[src/hw/rtl/cfp_pkg.sv]
`default_nettype none
// ----------------------------------------------------------------------------
// cfp_pkg: shared types and constants of the CRC-32 frame parser
// Phase codes, result kinds, the CRC-32 byte update and the parsed word.
// ----------------------------------------------------------------------------
package cfp_pkg;

   localparam logic [7:0]  SYNC_FIRST  = 8'hA5;
   localparam logic [7:0]  SYNC_SECOND = 8'h5A;
   localparam logic [31:0] CRC_POLY    = 32'hEDB88320;
   localparam logic [31:0] CRC_INIT    = 32'hFFFFFFFF;
   localparam logic [23:0] MAX_LENGTH_RESET = 24'd262144;

   typedef enum logic [2:0] {
      PH_SYNC0   = 3'd0,
      PH_SYNC1   = 3'd1,
      PH_TYPE    = 3'd2,
      PH_LEN     = 3'd3,
      PH_PAYLOAD = 3'd4,
      PH_CRC     = 3'd5
   } phase_type;

   typedef enum logic [2:0] {
      KIND_PAYLOAD_UNUSED = 3'd7
   } unused_type;

   typedef enum logic [1:0] {
      KIND_PAYLOAD  = 2'd0,
      KIND_GOOD     = 2'd1,
      KIND_BAD_CRC  = 2'd2,
      KIND_OVERSIZE = 2'd3
   } kind_type;

   // classified word handed from front to back
   typedef struct packed {
      kind_type    kind;
      logic [7:0]  frame_type;
      logic [23:0] frame_length;
      logic [7:0]  data_byte;
      logic [23:0] byte_index;
   } event_type;

   // req channel word
   typedef struct packed {
      logic [7:0] rx_byte;
   } req_word_type;

   // rsp channel word
   typedef struct packed {
      kind_type    kind;
      logic [7:0]  frame_type;
      logic [23:0] frame_length;
      logic [7:0]  data_byte;
      logic [23:0] byte_index;
      logic [31:0] good_count;
      logic [31:0] bad_crc_count;
      logic [31:0] oversize_count;
   } rsp_word_type;

   // reflected CRC-32 update over one byte (eight narrow dependent steps)
   function automatic logic [31:0] crc_byte(input logic [31:0] crc, input logic [7:0] b);
      logic [31:0] c;
      c = {24'd0, crc[7:0] ^ b};
      for (int k = 0; k < 8; k++) begin
         c = c[0] ? (CRC_POLY ^ (c >> 1)) : (c >> 1);
      end
      return c ^ (crc >> 8);
   endfunction

endpackage
`default_nettype wire

[src/hw/rtl/cfp_stream_if.sv]
`default_nettype none
// ----------------------------------------------------------------------------
// cfp_stream_if: valid/ready channel
// Carries one payload word of parameterized type between source and sink.
// ----------------------------------------------------------------------------
interface cfp_stream_if #(parameter type payload_type = logic [7:0]);
   logic        valid;
   logic        ready;
   payload_type payload;

   modport source (output valid, output payload, input ready);
   modport sink (input valid, input payload, output ready);
endinterface
`default_nettype wire

[src/hw/rtl/crc32_frame_parser_unit.sv]
`default_nettype none
// ----------------------------------------------------------------------------
// crc32_frame_parser_unit: sync/length/CRC-32 frame parser
// Top level joining front, queue and back.
// ----------------------------------------------------------------------------
// Usage:
//   req channel: one received byte per word (req_rx_byte).
//   rsp channel: zero or one result word per byte: payload byte, frame good,
//   frame bad CRC or oversize drop, with the three wrapping frame counters.
//   csr port: csr_write/csr_data set max_length; write only while idle.
// Throughput: one byte per cycle while the queue is not full. The front
// parses and updates the CRC in the accepting cycle; the per-byte CRC step
// sets the cycle time. A result's word is written into the queue at the edge
// that accepts its byte and enters the result register once that is free.
// Stall: a stalled rsp side fills the two-entry queue, after which req_ready
// drops; no word is lost.
// Reset: synchronous; hunts for sync, counters zero, max_length 262144.
// ----------------------------------------------------------------------------
module crc32_frame_parser_unit #(
   parameter int LENGTH_BITS = 24
) (
   input  wire logic   clock,
   input  wire logic   reset,
   cfp_stream_if.sink  req,
   cfp_stream_if.source rsp,
   input  wire logic        csr_write,
   input  wire logic [23:0] csr_data
);

   logic [23:0] max_len_ff;
   logic        push, full, pop_valid, pop;
   cfp_pkg::event_type push_word, pop_word, out_word;
   logic [31:0] good, bad, over;

   // configuration register
   always_ff @(posedge clock) begin
      if (reset) max_len_ff <= cfp_pkg::MAX_LENGTH_RESET;
      else if (csr_write) max_len_ff <= csr_data;
   end

   cfp_front #(.LENGTH_BITS(LENGTH_BITS)) u_front (
      .clock, .reset,
      .in_valid(req.valid), .in_byte(req.payload.rx_byte), .in_ready(req.ready),
      .max_length(max_len_ff), .push, .push_word, .full
   );

   cfp_queue u_queue (
      .clock, .reset, .push, .push_word, .full, .pop_valid, .pop_word, .pop
   );

   cfp_back u_back (
      .clock, .reset, .pop_valid, .pop_word, .pop,
      .out_valid(rsp.valid), .out_word, .out_good(good), .out_bad(bad),
      .out_over(over), .out_ready(rsp.ready)
   );

   // result fields
   assign rsp.payload.kind           = out_word.kind;
   assign rsp.payload.frame_type     = out_word.frame_type;
   assign rsp.payload.frame_length   = out_word.frame_length;
   assign rsp.payload.data_byte      = out_word.data_byte;
   assign rsp.payload.byte_index     = out_word.byte_index;
   assign rsp.payload.good_count     = good;
   assign rsp.payload.bad_crc_count  = bad;
   assign rsp.payload.oversize_count = over;

   // queue never written while full
   a_no_overflow: assert property (@(posedge clock) disable iff (reset)
      full |-> !push) else $error("push into full queue");
   // a held result stays put while stalled
   a_hold: assert property (@(posedge clock) disable iff (reset)
      rsp.valid && !rsp.ready |=> rsp.valid && $stable(good)) else $error("result lost");
   // a popped word is always taken into the result register
   a_pop: assert property (@(posedge clock) disable iff (reset)
      pop |=> rsp.valid) else $error("pop without result");

endmodule
`default_nettype wire

[src/hw/rtl/cfp_front.sv]
`default_nettype none
// ----------------------------------------------------------------------------
// cfp_front: sync hunt, header decode and CRC tracking
// One byte a cycle unless full; at most one classified word pushed per byte.
// ----------------------------------------------------------------------------
module cfp_front #(
   parameter int LENGTH_BITS = 24
) (
   input  wire logic                 clock,
   input  wire logic                 reset,
   input  wire logic                 in_valid,
   input  wire logic [7:0]           in_byte,
   output logic                      in_ready,
   input  wire logic [23:0]          max_length,
   output logic                      push,
   output cfp_pkg::event_type        push_word,
   input  wire logic                 full
);

   localparam logic [31:0] LEN_LIMIT = 32'((64'd1 << LENGTH_BITS) - 64'd1);

   cfp_pkg::phase_type phase_ff, phase_in;
   logic [7:0]  type_ff, type_in;
   logic [1:0]  field_ff, field_in;
   logic [31:0] len_ff, len_in;
   logic [23:0] pcount_ff, pcount_in;
   logic [31:0] crc_ff, crc_in;
   logic [31:0] crcsh_ff, crcsh_in;
   logic        fire;
   logic [31:0] crc_upd;
   logic [31:0] len_shift, crc_shifted;
   logic [31:0] len_sat;
   logic        oversize;
   logic [23:0] pcount_next;

   assign in_ready = !full;
   assign fire     = in_valid && !full;

   // shared datapath terms
   assign crc_upd     = cfp_pkg::crc_byte((phase_ff == cfp_pkg::PH_TYPE) ?
                                          cfp_pkg::CRC_INIT : crc_ff, in_byte);
   assign len_shift   = {in_byte, len_ff[31:8]};
   assign crc_shifted = {in_byte, crcsh_ff[31:8]};
   assign oversize    = (len_shift > {8'd0, max_length}) || (len_shift > LEN_LIMIT);
   assign len_sat     = (len_shift > LEN_LIMIT) ? LEN_LIMIT : len_shift;
   assign pcount_next = 24'((32'(pcount_ff) + 32'd1) & LEN_LIMIT);

   // next state
   always_comb begin
      phase_in  = phase_ff;
      type_in   = type_ff;
      field_in  = field_ff;
      len_in    = len_ff;
      pcount_in = pcount_ff;
      crc_in    = crc_ff;
      crcsh_in  = crcsh_ff;
      unique case (phase_ff)
         cfp_pkg::PH_SYNC1: begin
            if (in_byte == cfp_pkg::SYNC_SECOND) phase_in = cfp_pkg::PH_TYPE;
            else if (in_byte != cfp_pkg::SYNC_FIRST) phase_in = cfp_pkg::PH_SYNC0;
         end
         cfp_pkg::PH_TYPE: begin
            type_in  = in_byte;
            field_in = 2'd0;
            crc_in   = crc_upd;
            phase_in = cfp_pkg::PH_LEN;
         end
         cfp_pkg::PH_LEN: begin
            len_in = len_shift;
            crc_in = crc_upd;
            if (field_ff != 2'd3) begin
               field_in = field_ff + 2'd1;
            end else if (oversize) begin
               phase_in = cfp_pkg::PH_SYNC0; type_in = '0; field_in = '0;
               len_in = '0; pcount_in = '0;
            end else begin
               pcount_in = '0; field_in = '0; crcsh_in = '0;
               phase_in = (len_shift == 32'd0) ? cfp_pkg::PH_CRC : cfp_pkg::PH_PAYLOAD;
            end
         end
         cfp_pkg::PH_PAYLOAD: begin
            crc_in    = crc_upd;
            pcount_in = pcount_next;
            if (32'(pcount_next) == len_ff) begin
               field_in = '0; crcsh_in = '0; phase_in = cfp_pkg::PH_CRC;
            end
         end
         cfp_pkg::PH_CRC: begin
            crcsh_in = crc_shifted;
            if (field_ff != 2'd3) begin
               field_in = field_ff + 2'd1;
            end else begin
               phase_in = cfp_pkg::PH_SYNC0; type_in = '0; field_in = '0;
               len_in = '0; pcount_in = '0;
            end
         end
         default: begin
            phase_in = (in_byte == cfp_pkg::SYNC_FIRST) ? cfp_pkg::PH_SYNC1
                                                         : cfp_pkg::PH_SYNC0;
         end
      endcase
   end

   // outputs
   always_comb begin
      push = 1'b0;
      push_word.kind         = cfp_pkg::KIND_PAYLOAD;
      push_word.frame_type   = type_ff;
      push_word.frame_length = len_ff[23:0];
      push_word.data_byte    = 8'd0;
      push_word.byte_index   = 24'd0;
      unique case (phase_ff)
         cfp_pkg::PH_LEN: begin
            if (field_ff == 2'd3 && oversize) begin
               push = fire;
               push_word.kind         = cfp_pkg::KIND_OVERSIZE;
               push_word.frame_length = len_sat[23:0];
            end
         end
         cfp_pkg::PH_PAYLOAD: begin
            push = fire;
            push_word.data_byte  = in_byte;
            push_word.byte_index = pcount_ff;
         end
         cfp_pkg::PH_CRC: begin
            if (field_ff == 2'd3) begin
               push = fire;
               push_word.kind = (crc_shifted == ~crc_ff) ? cfp_pkg::KIND_GOOD
                                                         : cfp_pkg::KIND_BAD_CRC;
            end
         end
         default: ;
      endcase
   end

   always_ff @(posedge clock) begin
      if (reset) begin
         phase_ff  <= cfp_pkg::PH_SYNC0;
         type_ff   <= '0;
         field_ff  <= '0;
         len_ff    <= '0;
         pcount_ff <= '0;
         crc_ff    <= cfp_pkg::CRC_INIT;
         crcsh_ff  <= '0;
      end else if (fire) begin
         phase_ff  <= phase_in;
         type_ff   <= type_in;
         field_ff  <= field_in;
         len_ff    <= len_in;
         pcount_ff <= pcount_in;
         crc_ff    <= crc_in;
         crcsh_ff  <= crcsh_in;
      end
   end

endmodule
`default_nettype wire

[src/hw/rtl/cfp_queue.sv]
`default_nettype none
// ----------------------------------------------------------------------------
// cfp_queue: two-entry word queue
// Decouples the front from the back; full only when both entries are held.
// ----------------------------------------------------------------------------
module cfp_queue (
   input  wire logic               clock,
   input  wire logic               reset,
   input  wire logic               push,
   input  cfp_pkg::event_type      push_word,
   output logic                    full,
   output logic                    pop_valid,
   output cfp_pkg::event_type      pop_word,
   input  wire logic               pop
);

   cfp_pkg::event_type mem_ff [2];
   logic       wr_ff, rd_ff;
   logic [1:0] count_ff;

   assign full      = (count_ff == 2'd2);
   assign pop_valid = (count_ff != 2'd0);
   assign pop_word  = mem_ff[rd_ff];

   // storage
   always_ff @(posedge clock) begin
      if (push) mem_ff[wr_ff] <= push_word;
   end

   // pointers and fill count
   always_ff @(posedge clock) begin
      if (reset) begin
         wr_ff <= 1'b0; rd_ff <= 1'b0; count_ff <= 2'd0;
      end else begin
         if (push) wr_ff <= ~wr_ff;
         if (pop)  rd_ff <= ~rd_ff;
         count_ff <= count_ff + {1'b0, push} - {1'b0, pop};
      end
   end

endmodule
`default_nettype wire

[src/hw/rtl/cfp_back.sv]
`default_nettype none
// ----------------------------------------------------------------------------
// cfp_back: frame counters and result register
// Pops one word, bumps the matching counter and holds the result until taken.
// ----------------------------------------------------------------------------
module cfp_back (
   input  wire logic              clock,
   input  wire logic              reset,
   input  wire logic              pop_valid,
   input  cfp_pkg::event_type     pop_word,
   output logic                   pop,
   output logic                   out_valid,
   output cfp_pkg::event_type     out_word,
   output logic [31:0]            out_good,
   output logic [31:0]            out_bad,
   output logic [31:0]            out_over,
   input  wire logic              out_ready
);

   logic        valid_ff;
   logic [31:0] good_ff, bad_ff, over_ff;
   logic [31:0] good_in, bad_in, over_in;
   cfp_pkg::event_type word_ff;
   logic [31:0] rg_ff, rb_ff, ro_ff;

   assign pop       = pop_valid && (!valid_ff || out_ready);
   assign out_valid = valid_ff;
   assign out_word  = word_ff;
   assign out_good  = rg_ff;
   assign out_bad   = rb_ff;
   assign out_over  = ro_ff;

   // counter update by kind
   always_comb begin
      good_in = good_ff; bad_in = bad_ff; over_in = over_ff;
      case (pop_word.kind)
         cfp_pkg::KIND_GOOD:     good_in = good_ff + 32'd1;
         cfp_pkg::KIND_BAD_CRC:  bad_in  = bad_ff + 32'd1;
         cfp_pkg::KIND_OVERSIZE: over_in = over_ff + 32'd1;
         default: ;
      endcase
   end

   always_ff @(posedge clock) begin
      if (reset) begin
         valid_ff <= 1'b0;
         good_ff <= '0; bad_ff <= '0; over_ff <= '0;
      end else begin
         if (pop) begin
            valid_ff <= 1'b1;
            good_ff <= good_in; bad_ff <= bad_in; over_ff <= over_in;
         end else if (out_ready) begin
            valid_ff <= 1'b0;
         end
      end
   end

   // result payload
   always_ff @(posedge clock) begin
      if (pop) begin
         word_ff <= pop_word;
         rg_ff <= good_in; rb_ff <= bad_in; ro_ff <= over_in;
      end
   end

endmodule
`default_nettype wire

[src/flat_wrapper.sv]
// flat-port wrapper written by rule: the top's interface ports become plain ports
module crc32_frame_parser_unit_flat 
#(
   parameter int LENGTH_BITS = 24
)
  (clock, reset, csr_write, csr_data, req_valid, req_payload, req_ready, rsp_valid, rsp_payload, rsp_ready);
  cfp_stream_if #(.payload_type(cfp_pkg::req_word_type)) req_i ();
  cfp_stream_if #(.payload_type(cfp_pkg::rsp_word_type)) rsp_i ();
  input  wire logic clock;
  input  wire logic reset;
  input  wire logic csr_write;
  input  wire logic [23:0] csr_data;
  input wire logic [$bits(req_i.valid)-1:0] req_valid;
  input wire logic [$bits(req_i.payload)-1:0] req_payload;
  output wire logic [$bits(req_i.ready)-1:0] req_ready;
  output wire logic [$bits(rsp_i.valid)-1:0] rsp_valid;
  output wire logic [$bits(rsp_i.payload)-1:0] rsp_payload;
  input wire logic [$bits(rsp_i.ready)-1:0] rsp_ready;
  assign req_i.valid = req_valid;
  assign req_i.payload = req_payload;
  assign req_ready = req_i.ready;
  assign rsp_valid = rsp_i.valid;
  assign rsp_payload = rsp_i.payload;
  assign rsp_i.ready = rsp_ready;
  crc32_frame_parser_unit #(.LENGTH_BITS(LENGTH_BITS)) u_core (.clock(clock), .reset(reset), .req(req_i), .rsp(rsp_i), .csr_write(csr_write), .csr_data(csr_data));
endmodule
[config.mk]
export PLATFORM = sky130hd
export DESIGN_NAME = crc32_frame_parser_unit_flat
export DESIGN_NICKNAME = d
export VERILOG_FILES = /design/src/hw/rtl/cfp_pkg.sv /design/src/hw/rtl/cfp_stream_if.sv /design/src/hw/rtl/crc32_frame_parser_unit.sv /design/src/hw/rtl/cfp_front.sv /design/src/hw/rtl/cfp_queue.sv /design/src/hw/rtl/cfp_back.sv /design/src/flat_wrapper.sv
export SDC_FILE = /design/constraint.sdc
export NUM_CORES = 1
export LEC_CHECK = 0
export BUFFER_PORTS_ARGS = -buffer_cell sky130_fd_sc_hd__buf_2
export CORE_MARGIN = 4
export CORE_UTILIZATION = 60
export CTS_BUF_LIST = sky130_fd_sc_hd__clkbuf_16
export DETAILED_ROUTE_END_ITERATION = 10
export GPL_ROUTABILITY_DRIVEN = 0
export PLACE_DENSITY = 0.77
export SYNTH_ARGS = -nofsm -noshare
export SYNTH_HDL_FRONTEND = slang
export SYNTH_HIERARCHICAL = 1
export SYNTH_SLANG_ARGS = --single-unit
[constraint.sdc]
create_clock -name clock -period 13.3 [get_ports clock]
set_input_delay 1.995 -clock clock [delete_from_list [all_inputs] [get_ports clock]]
set_output_delay 1.995 -clock clock [all_outputs]
set_load 0.01 [all_outputs]
==> results.cfg <==
[synth]
ys_ff_latch = 545
syn_inst = 2359
synth_top_family_by_area = simple AND/OR/NAND/NOR gates
ys_seq_area_share_pct = 53.4
synth_top_cell_by_area = edfxtp_1
post-synth-top-count-cell = nor2_1
synth_cell_types = 82
yosys-mux-area-fraction_pct = 4.67
ys_warn_count = 6
synth_fp_nets = 2427
avgSynthCellArea_sq_um = 11.0
yosys_most_used_dff = edfxtp_1
synth_edf_count = 294
synth_top_area_share_pct = 34.1
synthAdderAreaFrac_pct = 1.50
syn-cell-area_sq_um = 25900
synthArstFlopShare_pct = 0
synthTopCellsByArea = edfxtp_1, dfxtp_1, xnor2_1
synth_compound_area_share_pct = 8.86
yosys-top-cells-count = nor2_1, edfxtp_1, dfxtp_1
synthXorXnorAreaFrac_pct = 11.4
yosys.area_share.simple_pct = 16.2

[final_layout]
fin_cells = 3097
postLayoutCoreUtil_pct = 68.3
largest_reg_flops = 132
area_delta_synth_final_pct = 11.5
diodes = 0
drive_gt1_share_pct = 17.6
layout.nets = 2541
largest-register = u_core/u_queue/mem_ff
final_design_area_no_fill_sq_um = 28900

[placed_design]
hpwl_mm = 38.9
placement.io_buffers = 200
post-place-cells = 2993
place_area_sq_um = 27100

[timing]
hold_violations = 0
rsz0062_at_grt = no
max_freq_ghz = 0.200
slew_headroom_pct = 18.1
timing.final.crit_period_ps = 5000
setup_viol = 0
slew_viol_final = 0
setup_tns_ps = 0
worst_slew_pin_slew_ps = 1220
finalCritPeriodShare_pct = 37.6
skew_ps = 24.8
finalHoldWorstSlack_ps = 452

[clock_tree]
cts_resized = 0
cts_setup_buffers = 0
clock_path_buffers = 3
clkSinkCount = 545
cts.reportedPaths.clkPinSlew_ps = 60
root_buffer = clkbuf_16
cts_buffers = 55
postCtsHoldBufs = 0
tritoncts = done
clock_latency_ps = 610
htree_levels = 2

[setup_path]
start_kind = input port
ff2ff_setup_slack_ps = 9140
criticalPathCategory = input port to flop
cp_max_fo = 115
critPathRequiredTime_ps = 13830
reg2regPathDepth = 10
cp-end-kind = flop
arrival_ps = 5530

[global_route]
grt_max_degree = 116
grt_usage_pct = 24.4
antenna_found_initial = 0
grt_pass1_vias = 17500
gr-total-overflow = 0
grt_pass1_wl_mm = 93.8

[power]
power_density_nw_per_um2 = 147
p_leak_nw = 10.7
vdd_drop_max_mv = 0.114

[min_path]
holdCritPathClass = flop to flop
hold_depth = 0

[drt]
drt_pass1_iterations = 5
via_count = 18400
ant_nets = 0
wl_per_cell_microns = 18.9
drc = 0
via_per_inst = 5.95
drt-total-wl_mm = 58.4
drtIter0Drc = 1865

[floorplanning]
initial_core_util_pct = 61.3
die_area_sq_um = 46600
die_w_microns = 216
io_pins = 201
die_h_microns = 216
rows = 75
coreArea_sq_um = 42300

[run_status]
status = finished clean

[run]
maxCapViolCount = 0
-- per-layer routing --
metal / wire length, microns / global-route usage, % / vias to the layer above
met1: 25300 / 33.6 / 8955
li1: - / - / 8704
met3: 3650 / 3.32 / 107
met5: 0 / 0 / -
met4: 1410 / 7.52 / 0
met2: 28000 / 40.5 / 672
-- worst paths after layout --
path	start	end
worst max-delay path	rsp_ready	u_core/u_queue/count_ff[1]$_SDFF_PP0_
worst min-delay path	u_core/u_front/type_ff[0]$_SDFFE_PP0P_	u_core/u_queue/mem_ff[1][56]$_DFFE_PP_
worst max register to register	u_core/u_front/len_ff[23]$_SDFFE_PP0P_	u_core/u_queue/mem_ff[0][61]$_DFFE_PP_
worst min register to register	u_core/u_front/type_ff[0]$_SDFFE_PP0P_	u_core/u_queue/mem_ff[1][56]$_DFFE_PP_
-- logic make-up (layout without fill, tap and decap cells) --
kind of cell / count (synthesis) / after routing
AOI/OAI and AO/OA: 314 / 314
and+or+nand+nor: 818 / 818
buffers and inverters: 227 / 388
muxes: 97 / 97
DFF: 545 / 545
adders and majority gates: 31 / 31
xor gates and xnor gates: 327 / 327
-- power breakdown --
group          switching [mW]  internal, mW
Combinational           0.387         0.217
Sequential             0.0921          2.01
Clock                   0.643         0.892
-- final cells by class --
cell class / count / area (sq um)
clock buffers: 57 / 1430
clock inverters: 47 / 385
fillers: 3098 / 13400
inverters: 64 / 245
multi-input cells: 1587 / 11100
flip-flops and latches: 545 / 13900
well taps: 577 / 722
repair buffers: 220 / 1160
-- critical path, cell delays in order --
cell      delay [ps]
buf_2            110
nand2b_1         130
nand2_1          520
inv_6            930
buf_4            920
ha_1             380
inv_1             60
ha_1             140
xnor3_1          200
nor2_1           100
-- placed cells by master, fill, tap and decap left out, types with 59 or more instances in the layout --
cell | netlist | layout
xor2_1 | 125 | 125
buf_2 | 33 | 199
and3_1 | 59 | 59
a21oi_1 | 87 | 87
dfxtp_1 | 251 | 250
inv_1 | 64 | 74
edfxtp_1 | 294 | 294
nand2_1 | 108 | 108
nor2_1 | 332 | 332
nand4_1 | 73 | 73
xnor2_1 | 194 | 194
-- per-stage QoR --
step                      power, mW  setup slack, ps
after floorplan                2.53             4790
after global placement         2.74             7770
after detailed placement       2.75             7680
after CTS                      4.28             8310
after global routing           4.42             7920
final                          4.24             8300
(Power assumes the default switching activity.)
